**src/rtl/sm3_pkg.sv**
```systemverilog
// ----------------------------------------------------------------------------
// sm3_pkg
// Shared constants, helper functions and controller/datapath structs
// for the SM3 hash engine.
// ----------------------------------------------------------------------------
package sm3_pkg;

    localparam int WordW    = 32;
    localparam int BlkWords = 16;
    localparam int Rounds   = 64;

    localparam logic [31:0] TLow  = 32'h79CC4519;
    localparam logic [31:0] THigh = 32'h7A879D8A;
    localparam logic [31:0] PadMarker = 32'h80000000;

    localparam logic [7:0][31:0] Iv = {
        32'hB0FB0E4E, 32'hE38DEE4D, 32'h163138AA, 32'hA96F30BC,
        32'hDA8A0600, 32'h172442D7, 32'h4914B2B9, 32'h7380166F
    };

    typedef struct packed {
        logic accept;
        logic comp_init;
        logic round;
        logic comp_end;
        logic pad;
        logic emit;
    } t_cmd;

    typedef struct packed {
        logic wc_last;
        logic wc_full;
        logic round_last;
        logic len_done;
        logic out_last;
    } t_status;

    function automatic logic [31:0] rotl(input logic [31:0] x, input logic [4:0] n);
        logic [63:0] t;
        t = {x, x} << n;
        return t[63:32];
    endfunction

    function automatic logic [31:0] perm0(input logic [31:0] x);
        return x ^ rotl(x, 5'd9) ^ rotl(x, 5'd17);
    endfunction

    function automatic logic [31:0] perm1(input logic [31:0] x);
        return x ^ rotl(x, 5'd15) ^ rotl(x, 5'd23);
    endfunction

endpackage

```
**src/rtl/sm3_ctrl.sv**
```systemverilog
// ----------------------------------------------------------------------------
// sm3_ctrl
// Sequencer: word intake, compression rounds, padding and digest output.
// ----------------------------------------------------------------------------
module sm3_ctrl (
    input  logic             i_clk,
    input  logic             i_rst_n,
    input  logic             i_valid,
    input  logic             i_last_word,
    input  logic             i_out_ready,
    input  sm3_pkg::t_status i_status,
    output sm3_pkg::t_cmd    o_cmd,
    output logic             o_in_ready,
    output logic             o_out_valid
);

    typedef enum logic [5:0] {
        S_IDLE  = 6'b000001,
        S_LOAD  = 6'b000010,
        S_ROUND = 6'b000100,
        S_FIN   = 6'b001000,
        S_PAD   = 6'b010000,
        S_OUT   = 6'b100000
    } t_state;

    t_state r_state, n_state;
    logic   r_pad_active, n_pad_active;

    always_ff @(posedge i_clk) begin
        if (!i_rst_n) begin
            r_state      <= S_IDLE;
            r_pad_active <= 1'b0;
        end else begin
            r_state      <= n_state;
            r_pad_active <= n_pad_active;
        end
    end

    always_comb begin
        n_state      = r_state;
        n_pad_active = r_pad_active;
        o_cmd        = '0;
        o_in_ready   = 1'b0;
        o_out_valid  = 1'b0;
        unique case (r_state)
            S_IDLE: begin
                o_in_ready = 1'b1;
                if (i_valid) begin
                    o_cmd.accept = 1'b1;
                    if (i_last_word) begin
                        n_pad_active = 1'b1;
                        n_state      = S_PAD;
                    end else if (i_status.wc_last) begin
                        n_state = S_LOAD;
                    end
                end
            end
            S_LOAD: begin
                o_cmd.comp_init = 1'b1;
                n_state         = S_ROUND;
            end
            S_ROUND: begin
                o_cmd.round = 1'b1;
                if (i_status.round_last) begin
                    n_state = S_FIN;
                end
            end
            S_FIN: begin
                o_cmd.comp_end = 1'b1;
                if (!r_pad_active) begin
                    n_state = S_IDLE;
                end else if (i_status.len_done) begin
                    n_state = S_OUT;
                end else begin
                    n_state = S_PAD;
                end
            end
            S_PAD: begin
                if (i_status.wc_full) begin
                    n_state = S_LOAD;
                end else begin
                    o_cmd.pad = 1'b1;
                end
            end
            S_OUT: begin
                o_out_valid = 1'b1;
                if (i_out_ready) begin
                    o_cmd.emit = 1'b1;
                    if (i_status.out_last) begin
                        n_pad_active = 1'b0;
                        n_state      = S_IDLE;
                    end
                end
            end
            default: n_state = S_IDLE;
        endcase
    end

endmodule

```
**src/rtl/sm3_dp.sv**
```systemverilog
// ----------------------------------------------------------------------------
// sm3_dp
// Datapath: block buffer, expansion window, round registers, chaining value,
// bit count and padding word generation.
// ----------------------------------------------------------------------------
module sm3_dp (
    input  logic             i_clk,
    input  logic             i_rst_n,
    input  sm3_pkg::t_cmd    i_cmd,
    input  logic [31:0]      i_message_word,
    input  logic [2:0]       i_valid_bytes,
    input  logic             i_last_word,
    output sm3_pkg::t_status o_status,
    output logic [31:0]      o_digest_word,
    output logic [2:0]       o_word_index,
    output logic             o_digest_done
);

    logic [31:0] r_buf [sm3_pkg::BlkWords];
    logic [31:0] r_win [sm3_pkg::BlkWords];
    logic [31:0] r_r   [8];
    logic [31:0] r_v   [8];
    logic [5:0]  r_round;
    logic [4:0]  r_wc;
    logic        r_marker, n_marker;
    logic        r_len_hi;
    logic        r_len_done;
    logic [63:0] r_bits;
    logic [2:0]  r_oidx;

    logic [2:0]  nv;
    logic [31:0] in_word, pad_word, wr_word;
    logic        wr_en;
    logic [31:0] a12, tj, ss1, ss2, ff, gg, tt1, tt2, w16;

    // byte count of incoming word; short last word masked, marker appended
    always_comb begin
        nv = 3'd4;
        if (i_last_word && i_valid_bytes < 3'd4) begin
            nv = i_valid_bytes;
        end
        unique case (nv)
            3'd0:    in_word = sm3_pkg::PadMarker;
            3'd1:    in_word = {i_message_word[31:24], 24'h800000};
            3'd2:    in_word = {i_message_word[31:16], 16'h8000};
            3'd3:    in_word = {i_message_word[31:8], 8'h80};
            default: in_word = i_message_word;
        endcase
    end

    // padding: marker if not yet written, zeros, then the two length words
    always_comb begin
        priority if (!r_marker) begin
            pad_word = sm3_pkg::PadMarker;
        end else if (r_len_hi) begin
            pad_word = r_bits[31:0];
        end else if (r_wc == 5'd14) begin
            pad_word = r_bits[63:32];
        end else begin
            pad_word = '0;
        end
    end

    assign wr_en   = i_cmd.accept || i_cmd.pad;
    assign wr_word = i_cmd.accept ? in_word : pad_word;

    // one compression round
    always_comb begin
        a12 = sm3_pkg::rotl(r_r[0], 5'd12);
        tj  = sm3_pkg::rotl((r_round[5:4] == 2'd0) ? sm3_pkg::TLow : sm3_pkg::THigh,
                            r_round[4:0]);
        ss1 = sm3_pkg::rotl(a12 + r_r[4] + tj, 5'd7);
        ss2 = ss1 ^ a12;
        if (r_round[5:4] == 2'd0) begin
            ff = r_r[0] ^ r_r[1] ^ r_r[2];
            gg = r_r[4] ^ r_r[5] ^ r_r[6];
        end else begin
            ff = (r_r[0] & r_r[1]) | (r_r[0] & r_r[2]) | (r_r[1] & r_r[2]);
            gg = (r_r[4] & r_r[5]) | (~r_r[4] & r_r[6]);
        end
        tt1 = ff + r_r[3] + ss2 + (r_win[0] ^ r_win[4]);
        tt2 = gg + r_r[7] + ss1 + r_win[0];
        w16 = sm3_pkg::perm1(r_win[0] ^ r_win[7] ^ sm3_pkg::rotl(r_win[13], 5'd15))
              ^ sm3_pkg::rotl(r_win[3], 5'd7) ^ r_win[10];
    end

    always_ff @(posedge i_clk) begin
        if (wr_en) begin
            r_buf[r_wc[3:0]] <= wr_word;
        end
        if (i_cmd.comp_init) begin
            for (int i = 0; i < sm3_pkg::BlkWords; i++) begin
                r_win[i] <= r_buf[i];
            end
            for (int i = 0; i < 8; i++) begin
                r_r[i] <= r_v[i];
            end
        end else if (i_cmd.round) begin
            for (int i = 0; i < sm3_pkg::BlkWords - 1; i++) begin
                r_win[i] <= r_win[i + 1];
            end
            r_win[sm3_pkg::BlkWords - 1] <= w16;
            r_r[0] <= tt1;
            r_r[1] <= r_r[0];
            r_r[2] <= sm3_pkg::rotl(r_r[1], 5'd9);
            r_r[3] <= r_r[2];
            r_r[4] <= sm3_pkg::perm0(tt2);
            r_r[5] <= r_r[4];
            r_r[6] <= sm3_pkg::rotl(r_r[5], 5'd19);
            r_r[7] <= r_r[6];
        end
    end

    always_comb begin
        n_marker = r_marker;
        if (i_cmd.accept) begin
            n_marker = i_last_word && (nv != 3'd4);
        end else if (i_cmd.pad) begin
            n_marker = 1'b1;
        end else if (i_cmd.emit && r_oidx == 3'd7) begin
            n_marker = 1'b0;
        end
    end

    always_ff @(posedge i_clk) begin
        if (!i_rst_n) begin
            for (int i = 0; i < 8; i++) begin
                r_v[i] <= sm3_pkg::Iv[i];
            end
            r_round    <= '0;
            r_wc       <= '0;
            r_marker   <= 1'b0;
            r_len_hi   <= 1'b0;
            r_len_done <= 1'b0;
            r_bits     <= '0;
            r_oidx     <= '0;
        end else begin
            r_marker <= n_marker;
            if (wr_en) begin
                r_wc <= r_wc + 5'd1;
            end
            if (i_cmd.accept) begin
                r_bits <= r_bits + {58'd0, nv, 3'd0};
            end
            if (i_cmd.pad && r_marker) begin
                if (r_len_hi) begin
                    r_len_done <= 1'b1;
                end else if (r_wc == 5'd14) begin
                    r_len_hi <= 1'b1;
                end
            end
            if (i_cmd.comp_init) begin
                r_round <= '0;
            end else if (i_cmd.round) begin
                r_round <= r_round + 6'd1;
            end
            if (i_cmd.comp_end) begin
                r_wc <= '0;
                for (int i = 0; i < 8; i++) begin
                    r_v[i] <= r_v[i] ^ r_r[i];
                end
            end
            if (i_cmd.emit) begin
                r_oidx <= r_oidx + 3'd1;
                if (r_oidx == 3'd7) begin
                    // message finished: restart from the initial vector
                    for (int i = 0; i < 8; i++) begin
                        r_v[i] <= sm3_pkg::Iv[i];
                    end
                    r_bits     <= '0;
                    r_wc       <= '0;
                    r_len_hi   <= 1'b0;
                    r_len_done <= 1'b0;
                end
            end
        end
    end

    assign o_status.wc_last    = (r_wc == 5'd15);
    assign o_status.wc_full    = r_wc[4];
    assign o_status.round_last = (r_round == 6'(sm3_pkg::Rounds - 1));
    assign o_status.len_done   = r_len_done;
    assign o_status.out_last   = (r_oidx == 3'd7);

    assign o_digest_word = r_v[r_oidx];
    assign o_word_index  = r_oidx;
    assign o_digest_done = (r_oidx == 3'd7);

endmodule

```
**src/rtl/sm3_hash_engine_top.sv**
```systemverilog
// ----------------------------------------------------------------------------
// sm3_hash_engine_top
// SM3 hash engine: 32-bit big-endian message words in, 256-bit digest out
// as eight 32-bit words.
// ----------------------------------------------------------------------------
// Usage:
//   Input channel (i_valid/o_ready) carries one message word per transaction;
//   i_last_word marks the final word and i_valid_bytes gives its valid leading
//   bytes (0..4, larger counts taken as 4; ignored on other words).
//   Output channel (o_valid/i_ready) returns eight transactions per message,
//   word_index 0..7, digest_done set on the eighth.
//   Intake: a non-final word is accepted in the cycle it is offered while idle,
//   and every sixteenth word starts a compression (load, 64 rounds through one
//   round unit, chaining update).
//   After the last word, padding writes one word a cycle into the block
//   buffer, compressing one or two final blocks before the first digest
//   word is shown.
//   Input is not taken while compressing, padding or emitting the digest.
//   A stalled receiver holds the current digest word; the engine waits.
//   Reset loads the initial vector and clears the count; after the eighth
//   digest word the engine reloads the initial vector itself.
// ----------------------------------------------------------------------------
module sm3_hash_engine_top (
    input  logic        i_clk,
    input  logic        i_rst_n,
    input  logic        i_valid,
    output logic        o_ready,
    input  logic [31:0] i_message_word,
    input  logic [2:0]  i_valid_bytes,
    input  logic        i_last_word,
    output logic        o_valid,
    input  logic        i_ready,
    output logic [31:0] o_digest_word,
    output logic [2:0]  o_word_index,
    output logic        o_digest_done
);

    sm3_pkg::t_cmd    cmd;
    sm3_pkg::t_status status;

    sm3_ctrl u_ctrl (
        .i_clk       (i_clk),
        .i_rst_n     (i_rst_n),
        .i_valid     (i_valid),
        .i_last_word (i_last_word),
        .i_out_ready (i_ready),
        .i_status    (status),
        .o_cmd       (cmd),
        .o_in_ready  (o_ready),
        .o_out_valid (o_valid)
    );

    sm3_dp u_dp (
        .i_clk          (i_clk),
        .i_rst_n        (i_rst_n),
        .i_cmd          (cmd),
        .i_message_word (i_message_word),
        .i_valid_bytes  (i_valid_bytes),
        .i_last_word    (i_last_word),
        .o_status       (status),
        .o_digest_word  (o_digest_word),
        .o_word_index   (o_word_index),
        .o_digest_done  (o_digest_done)
    );

endmodule
```
**config.mk**
```make
export PLATFORM = sky130hd
export DESIGN_NAME = sm3_hash_engine_top
export DESIGN_NICKNAME = d
export VERILOG_FILES = /design/src/rtl/sm3_pkg.sv /design/src/rtl/sm3_ctrl.sv /design/src/rtl/sm3_dp.sv /design/src/rtl/sm3_hash_engine_top.sv
export SDC_FILE = /design/constraint.sdc
export NUM_CORES = 2
export LEC_CHECK = 0
export BUFFER_PORTS_ARGS = -buffer_cell sky130_fd_sc_hd__buf_2
export CAP_MARGIN = 20
export CORE_ASPECT_RATIO = 0.8
export CORE_MARGIN = 1
export CORE_UTILIZATION = 25
export DETAILED_ROUTE_END_ITERATION = 8
export GPL_TIMING_DRIVEN = 0
export PLACE_DENSITY = 0.43
export SETUP_SLACK_MARGIN = 0.5
export SLEW_MARGIN = 20
export SYNTH_ARGS = -nofsm -noshare
export SYNTH_HDL_FRONTEND = slang
export SYNTH_SLANG_ARGS = --single-unit
```
**constraint.sdc**
```tcl
create_clock -name i_clk -period 26 [get_ports i_clk]
set_clock_uncertainty 0.05 [all_clocks]
set_input_delay 7.8 -clock i_clk [delete_from_list [all_inputs] [get_ports i_clk]]
set_output_delay 7.8 -clock i_clk [all_outputs]
set_load 0.005 [all_outputs]
```
* Word-level counts from Yosys, hierarchy flattened
Memory sizes are Yosys's and may differ from the RTL's. A register that Yosys moved wholly into a read port is not among the register bits.
Index checks and enable logic that the tools add are counted.
** Storage, ports and cells
- RAM bits :: 1536
- Memories kept :: 4
- Memory bits (read-only) :: 0
- Latch bits :: 0
- Input bits :: 40
- Word-level logic and storage cells :: 243
- Output and inout port bits :: 38
- Bits in registers :: 88
** Memories
- u_dp.r_buf :: words 16, width 32, rd ports 16, clocked after Yosys merged registers in 0, write ports 1, line sm3_dp.sv:19 : logic [31:0] r_buf [sm3_pkg::BlkWords];
- u_dp.r_win :: words 16, width 32, rd ports 16, clocked after Yosys merged registers in 0, write ports 16, line sm3_dp.sv:20 : logic [31:0] r_win [sm3_pkg::BlkWords];
- u_dp.r_r :: words 8, width 32, rd ports 8, clocked after Yosys merged registers in 0, write ports 8, line sm3_dp.sv:21 : logic [31:0] r_r [8];
- u_dp.r_v :: words 8, width 32, rd ports 9, clocked after Yosys merged registers in 1, write ports 8, line sm3_dp.sv:22 : logic [31:0] r_v [8];
** Operators by class
- Eq/ne operators :: 21
- Multiplexer cells :: 111
- Divide/modulo/power cells :: 0
- Multiply operators :: 0
- Reductions and logical operators :: 12
- $lt $le $gt $ge :: 1
- Bitwise gates (word level) :: 72
- $add $sub $neg :: 12
- Shifts and indexed selects :: 1
** Operator list (number)
- 32-bit 2-to-1 mux :: 46
- 32-bit XOR :: 22
- 32-bit adder :: 8
- 64-bit 2-to-1 mux :: 3
- 32-bit AND :: 5
- 32-bit one-hot mux with 4 select lines :: 1
- 32-bit bitwise OR :: 3
- 64-bit by 6-bit adder with 64-bit output :: 1
- 64-bit by 5-bit left shift with 64-bit output :: 1
- 6-bit 2-to-1 mux :: 9
- 1-bit 2-to-1 mux :: 42
- 1-bit bitwise OR :: 40
- 6-bit one-hot mux with 6 select lines :: 1
- 32-bit inverter :: 1
- 26-bit 2-to-1 mux :: 1
- 5-bit 2-to-1 mux :: 4
- 6-bit == test, second input constant :: 2
- 5-bit by 4-bit == test with 1-bit output, second input constant :: 2
- 2-bit inequality test, second input constant :: 5
- 3-bit 2-to-1 mux :: 3
- 6-bit by 1-bit adder with 6-bit output, second input constant :: 1
- 3-bit by 2-bit == test with 1-bit output, second input constant :: 2
- 6-bit by 1-bit == test with 1-bit output, second input constant :: 1
- 6-bit by 2-bit == test with 1-bit output, second input constant :: 1
- 21 further kinds :: 25

* Longest topological paths before layout
An unclocked memory read counts as a cell.
- Word-level depth :: 11
- Depth in mapped cells :: 41
- Gate-level depth less buffers :: 38

* Hierarchy
Synthesis repeated with hierarchy kept, for this count alone.
** Unflattened totals
- Cell total of the unflattened synthesis :: 6725
- Area, all modules :: 79586.3 um2
** By module, submodules not included
- sm3_dp :: cells each 6670, area each 79144.7 um2, instances 1, sequential area each 46464.6 um2
- sm3_ctrl :: cells each 55, area each 441.7 um2, instances 1, sequential area each 140.1 um2

* Worst setup path before layout
Ideal clock, no wire load.
- Path kind :: register to register
- Start :: reg u_ctrl.r_state[2]
- End :: mem u_dp.r_r[0][0] (enable)
- Stages on the path, launching flop included :: 7
- Arrival :: 13.943 ns
- Path slack :: 6.692 ns
- Required time :: 20.635 ns
- Buffers on the path :: 3
- Setup time :: 5.315 ns
- Clock period less this slack :: 19.308 ns
- Path through :: dfxtp_1 -> or4_1 -> or3b_2 -> clkbuf_1 -> clkbuf_1 -> clkbuf_1 -> nand2_1
** RTL lines
- from (decl) :: line sm3_ctrl.sv:26 : t_state r_state, n_state;
- from (signal assigned) :: line sm3_ctrl.sv:34 : r_state <= n_state;
- to (decl) :: line sm3_dp.sv:21

==> run metrics <==
RSZ-0062 raised after global routing no; sequential cell area 46600 sq um; slowest CP cell buf_1; R2R setup slack 11.80 ns; Via density 4.82; drt wl/cell 27.9 um; Starting Density 0.252; P_leak 34.0 nW; Slew headroom 0.115; final net count 7847; vias in the first global route 53900; adder-cell share of the synthesized area 0.0649; Post-Synthesis Cells 7147; syn nets 7484; cts hold-fix bufs 0; post-placement cell area 87300 sq um; DP Wirelength 260000 um; status finished clean; Longest Clk Path Bufs 3; post-CTS resize count 0; min Tclk post-route 14.20 ns; XOR/XNOR Fraction of Synth Area 0.0806; post-synthesis compound-gate area fraction 0.0559; setup TNS 0 ns; Syn. warnings 0; Max VDD drop 110 uV; register bit total from synthesis 1624; Ports 78; post-route cell area 93300 sq um; final hold violations 0; fraction of registers with async set/reset 0; die outline height 506 um; total CTS buffers 188; EDFF count, synth 1408; Setup Buffers After CTS 0; Root Buffer clkbuf_16; Critical Path Sink Type flop; Buffers on Ports 77; largest net degree at the start of global routing 52; Multi-input gate area 30900 sq um; H-tree depth 4; clock transition at the registers of the reported paths 0.06 ns; post-synthesis simple-gate area fraction 0.149; most used cell along the critical path o21ai_0; Die Width 632 um; Syn Area/Cell 11.1 sq um; Max Freq 70.4 MHz; Distinct cells, synth 88; post-synthesis mux area share 0.0324; WP buf/inv 7; Tcrit/Tclk final 0.546; main combinational cell family by area after synthesis simple AND/OR/NAND/NOR gates; CP delay by family, top compound AO/OA/AOI/OAI gates; Antenna Nets Post-Route 0; clk_lat worst skew 0.87 ns; # clock sinks 1624; Clk pwr share 0.306; Sw Share 0.364; max_cap viols 0; worst path required time 26.52 ns; switching power of the nets 3.16 mW; first-pass GRT wire length 452000 um; Slew @ Worst Pin 1.33 ns; critical path class flop to flop; RePlAce Congestion 0.930; share of cells above drive strength 1 0.0918; pwr/cell area 92.8 nW/um^2; full die area 319000 sq um; crit path launch type flop; internal power 5.51 mW; # setup viols final 0; CTS tree built; initial antenna violation count 31; final std cells w/o fill 11900; Via Count 57200; peak fanout along the critical path 13; Netlist Area Pre-Place 79300 sq um; P&R area growth vs syn 17.7%; Post-synth top flop edfxtp_1; DRC 0; total wire length 332000 um; Pre-antenna DRT Iters 8; Critical Path AT 14.71 ns; Final WS setup 11.80 ns; HP Class flop to flop; Slew Limit Fails 0; share of the yosys chip area belonging to registers 0.588; share of power burned in registers 0.359; gr usage total 0.205; # rows 184; Cell Count Post-Placement 11500; DR iter-0 viols 6723; fin util 0.297; Worst path max stage delay 0.88 ns; combinational cell fraction of total power 0.335; Setup WS pre-CTS 12.17 ns; # fillers 32200; Remaining Overflow, GRT 0; core region area 315000 sq um
[worst paths after layout]
path / startpoint / endpoint / depth (start not counted)
max: u_dp.r_round[4] / u_dp.r_r[4][1] / 40
min: u_dp.r_buf[13][10] / u_dp.r_win[0][426] / 2
max reg2reg: u_dp.r_round[4] / u_dp.r_r[4][1] / 40
min reg2reg: u_dp.r_buf[13][10] / u_dp.r_win[0][426] / 2
[cell usage in the layout (no fill, tap or decap), drive strengths merged, types with 13 or more instances in the layout]
master,count
fa,189
mux2i,44
xor2,225
o211ai,23
xnor2,501
nand3,43
nor2b,16
edfxtp,1408
nor2,328
and2,15
nand4,14
inv,310
clkinv,74
clkbuf,533
mux2,61
a21o,38
o21a,15
a21oi,187
a22oi,31
a31oi,13
and3,57
bufinv,14
mux4,64
nand2b,33
buf,198
dfxtp,216
o21bai,13
nor3,42
nand2,2377
o21ai,338
ha,108
or3,16
a211oi,18
[layout make-up]
type,count,share of cell area
sequential,1624,0.499
multi-input combinational,4911,0.331
tap,4185,0.0561
clock buffer,250,0.0542
timing repair buffer,173,0.0235
buffer,308,0.0128
inverter,304,0.0122
clock inverter,97,0.0101
antenna,11,0.000295
[synthesized netlist by cell type, drive strengths merged (6+ instances only)]
cell    count  area (sq um)
a211oi     18           153
or3        16           100
nand2    2377          8920
nand4      14          93.8
and2       15          93.8
nor2b      16           100
xnor2     501          4400
nor3       42           231
o31ai      10          90.1
ha        108          1350
buf        29           113
xor2      225          1990
nand2b     33           206
nand3      43           225
mux2i      44           440
o31a        6          52.6
o21a       15           113
a31oi      13          81.3
a21o       38           285
a21boi      7          52.6
a22oi      31           233
o22ai       8          56.3
mux2       61           687
nor2      328          1230
o21ai     338          1690
edfxtp   1408         42300
a21oi     187           947
dfxtp     216          4320
o21bai     13          97.6
mux4       64          1440
fa        189          3780
inv       303          1140
and3       57           358
clkbuf    279          1050
o211ai     23           173
nor4        6          82.6
[per-stage QoR]
stage               power, mW  hold WS, ns
floorplan                4.87        0.404
global placement         6.07        0.433
detailed placement       6.02        0.435
CTS                      8.67        0.430
global route             8.98        0.463
finish                   8.66        0.446
[sequential cells by signal (all words and copies together), names as in the netlist, named ones only]
name,cells
u_dp.r_len_hi,1
u_dp.r_win,512
u_dp.r_wc,5
u_dp.r_buf,512
u_dp.r_bits,61
u_dp.r_round,6
u_dp.r_r,256
u_dp.r_marker,1
u_dp.r_v,256
u_dp.o_word_index,3
u_dp.r_len_done,1
u_ctrl.r_state,6
u_ctrl.r_pad_active,1
[kinds of logic (layout without fill, tap and decap cells)]
kind of cell,Yosys count,in the layout
xor gates and xnor gates,726,726
and+or+nand+nor,2969,2969
adders and majority gates,298,298
other,0,11
muxes,169,169
buffers and inverters,612,1132
AOI/OAI and AO/OA,749,749
DFF,1624,1624
[worst reg2reg max path, delay by kind of cell, from the launching register on]
| kind | cells | cell delay, ns |
|---|---|---|
| xor+xnor | 3 | 1.43 |
| simple gates | 4 | 0.59 |
| fa+ha+maj | 7 | 2.62 |
| mux | 1 | 0.29 |
| flops | 1 | 0.41 |
| compound gates | 18 | 5.52 |
| buf+inv | 7 | 3.04 |
[routing by layer]
metal | part of all wire | GRT usage
met5 | 0.00023 | 0
met4 | 0.023 | 0.0461
met3 | 0.094 | 0.0499
met2 | 0.41 | 0.286
met1 | 0.48 | 0.313
[power groups by stage]
stage / logic, mW / registers, mW / clock network (mW)
3_3_place_gp: 2.75 / 3.32 / 0
5_1_grt: 3.08 / 3.12 / 2.79
4_1_cts: 2.87 / 3.11 / 2.70
3_5_place_dp: 2.86 / 3.16 / 0
6_report: 2.90 / 3.11 / 2.65
2_1_floorplan: 1.68 / 3.20 / 0
No activity file was read; power rests on OpenSTA's default activity.
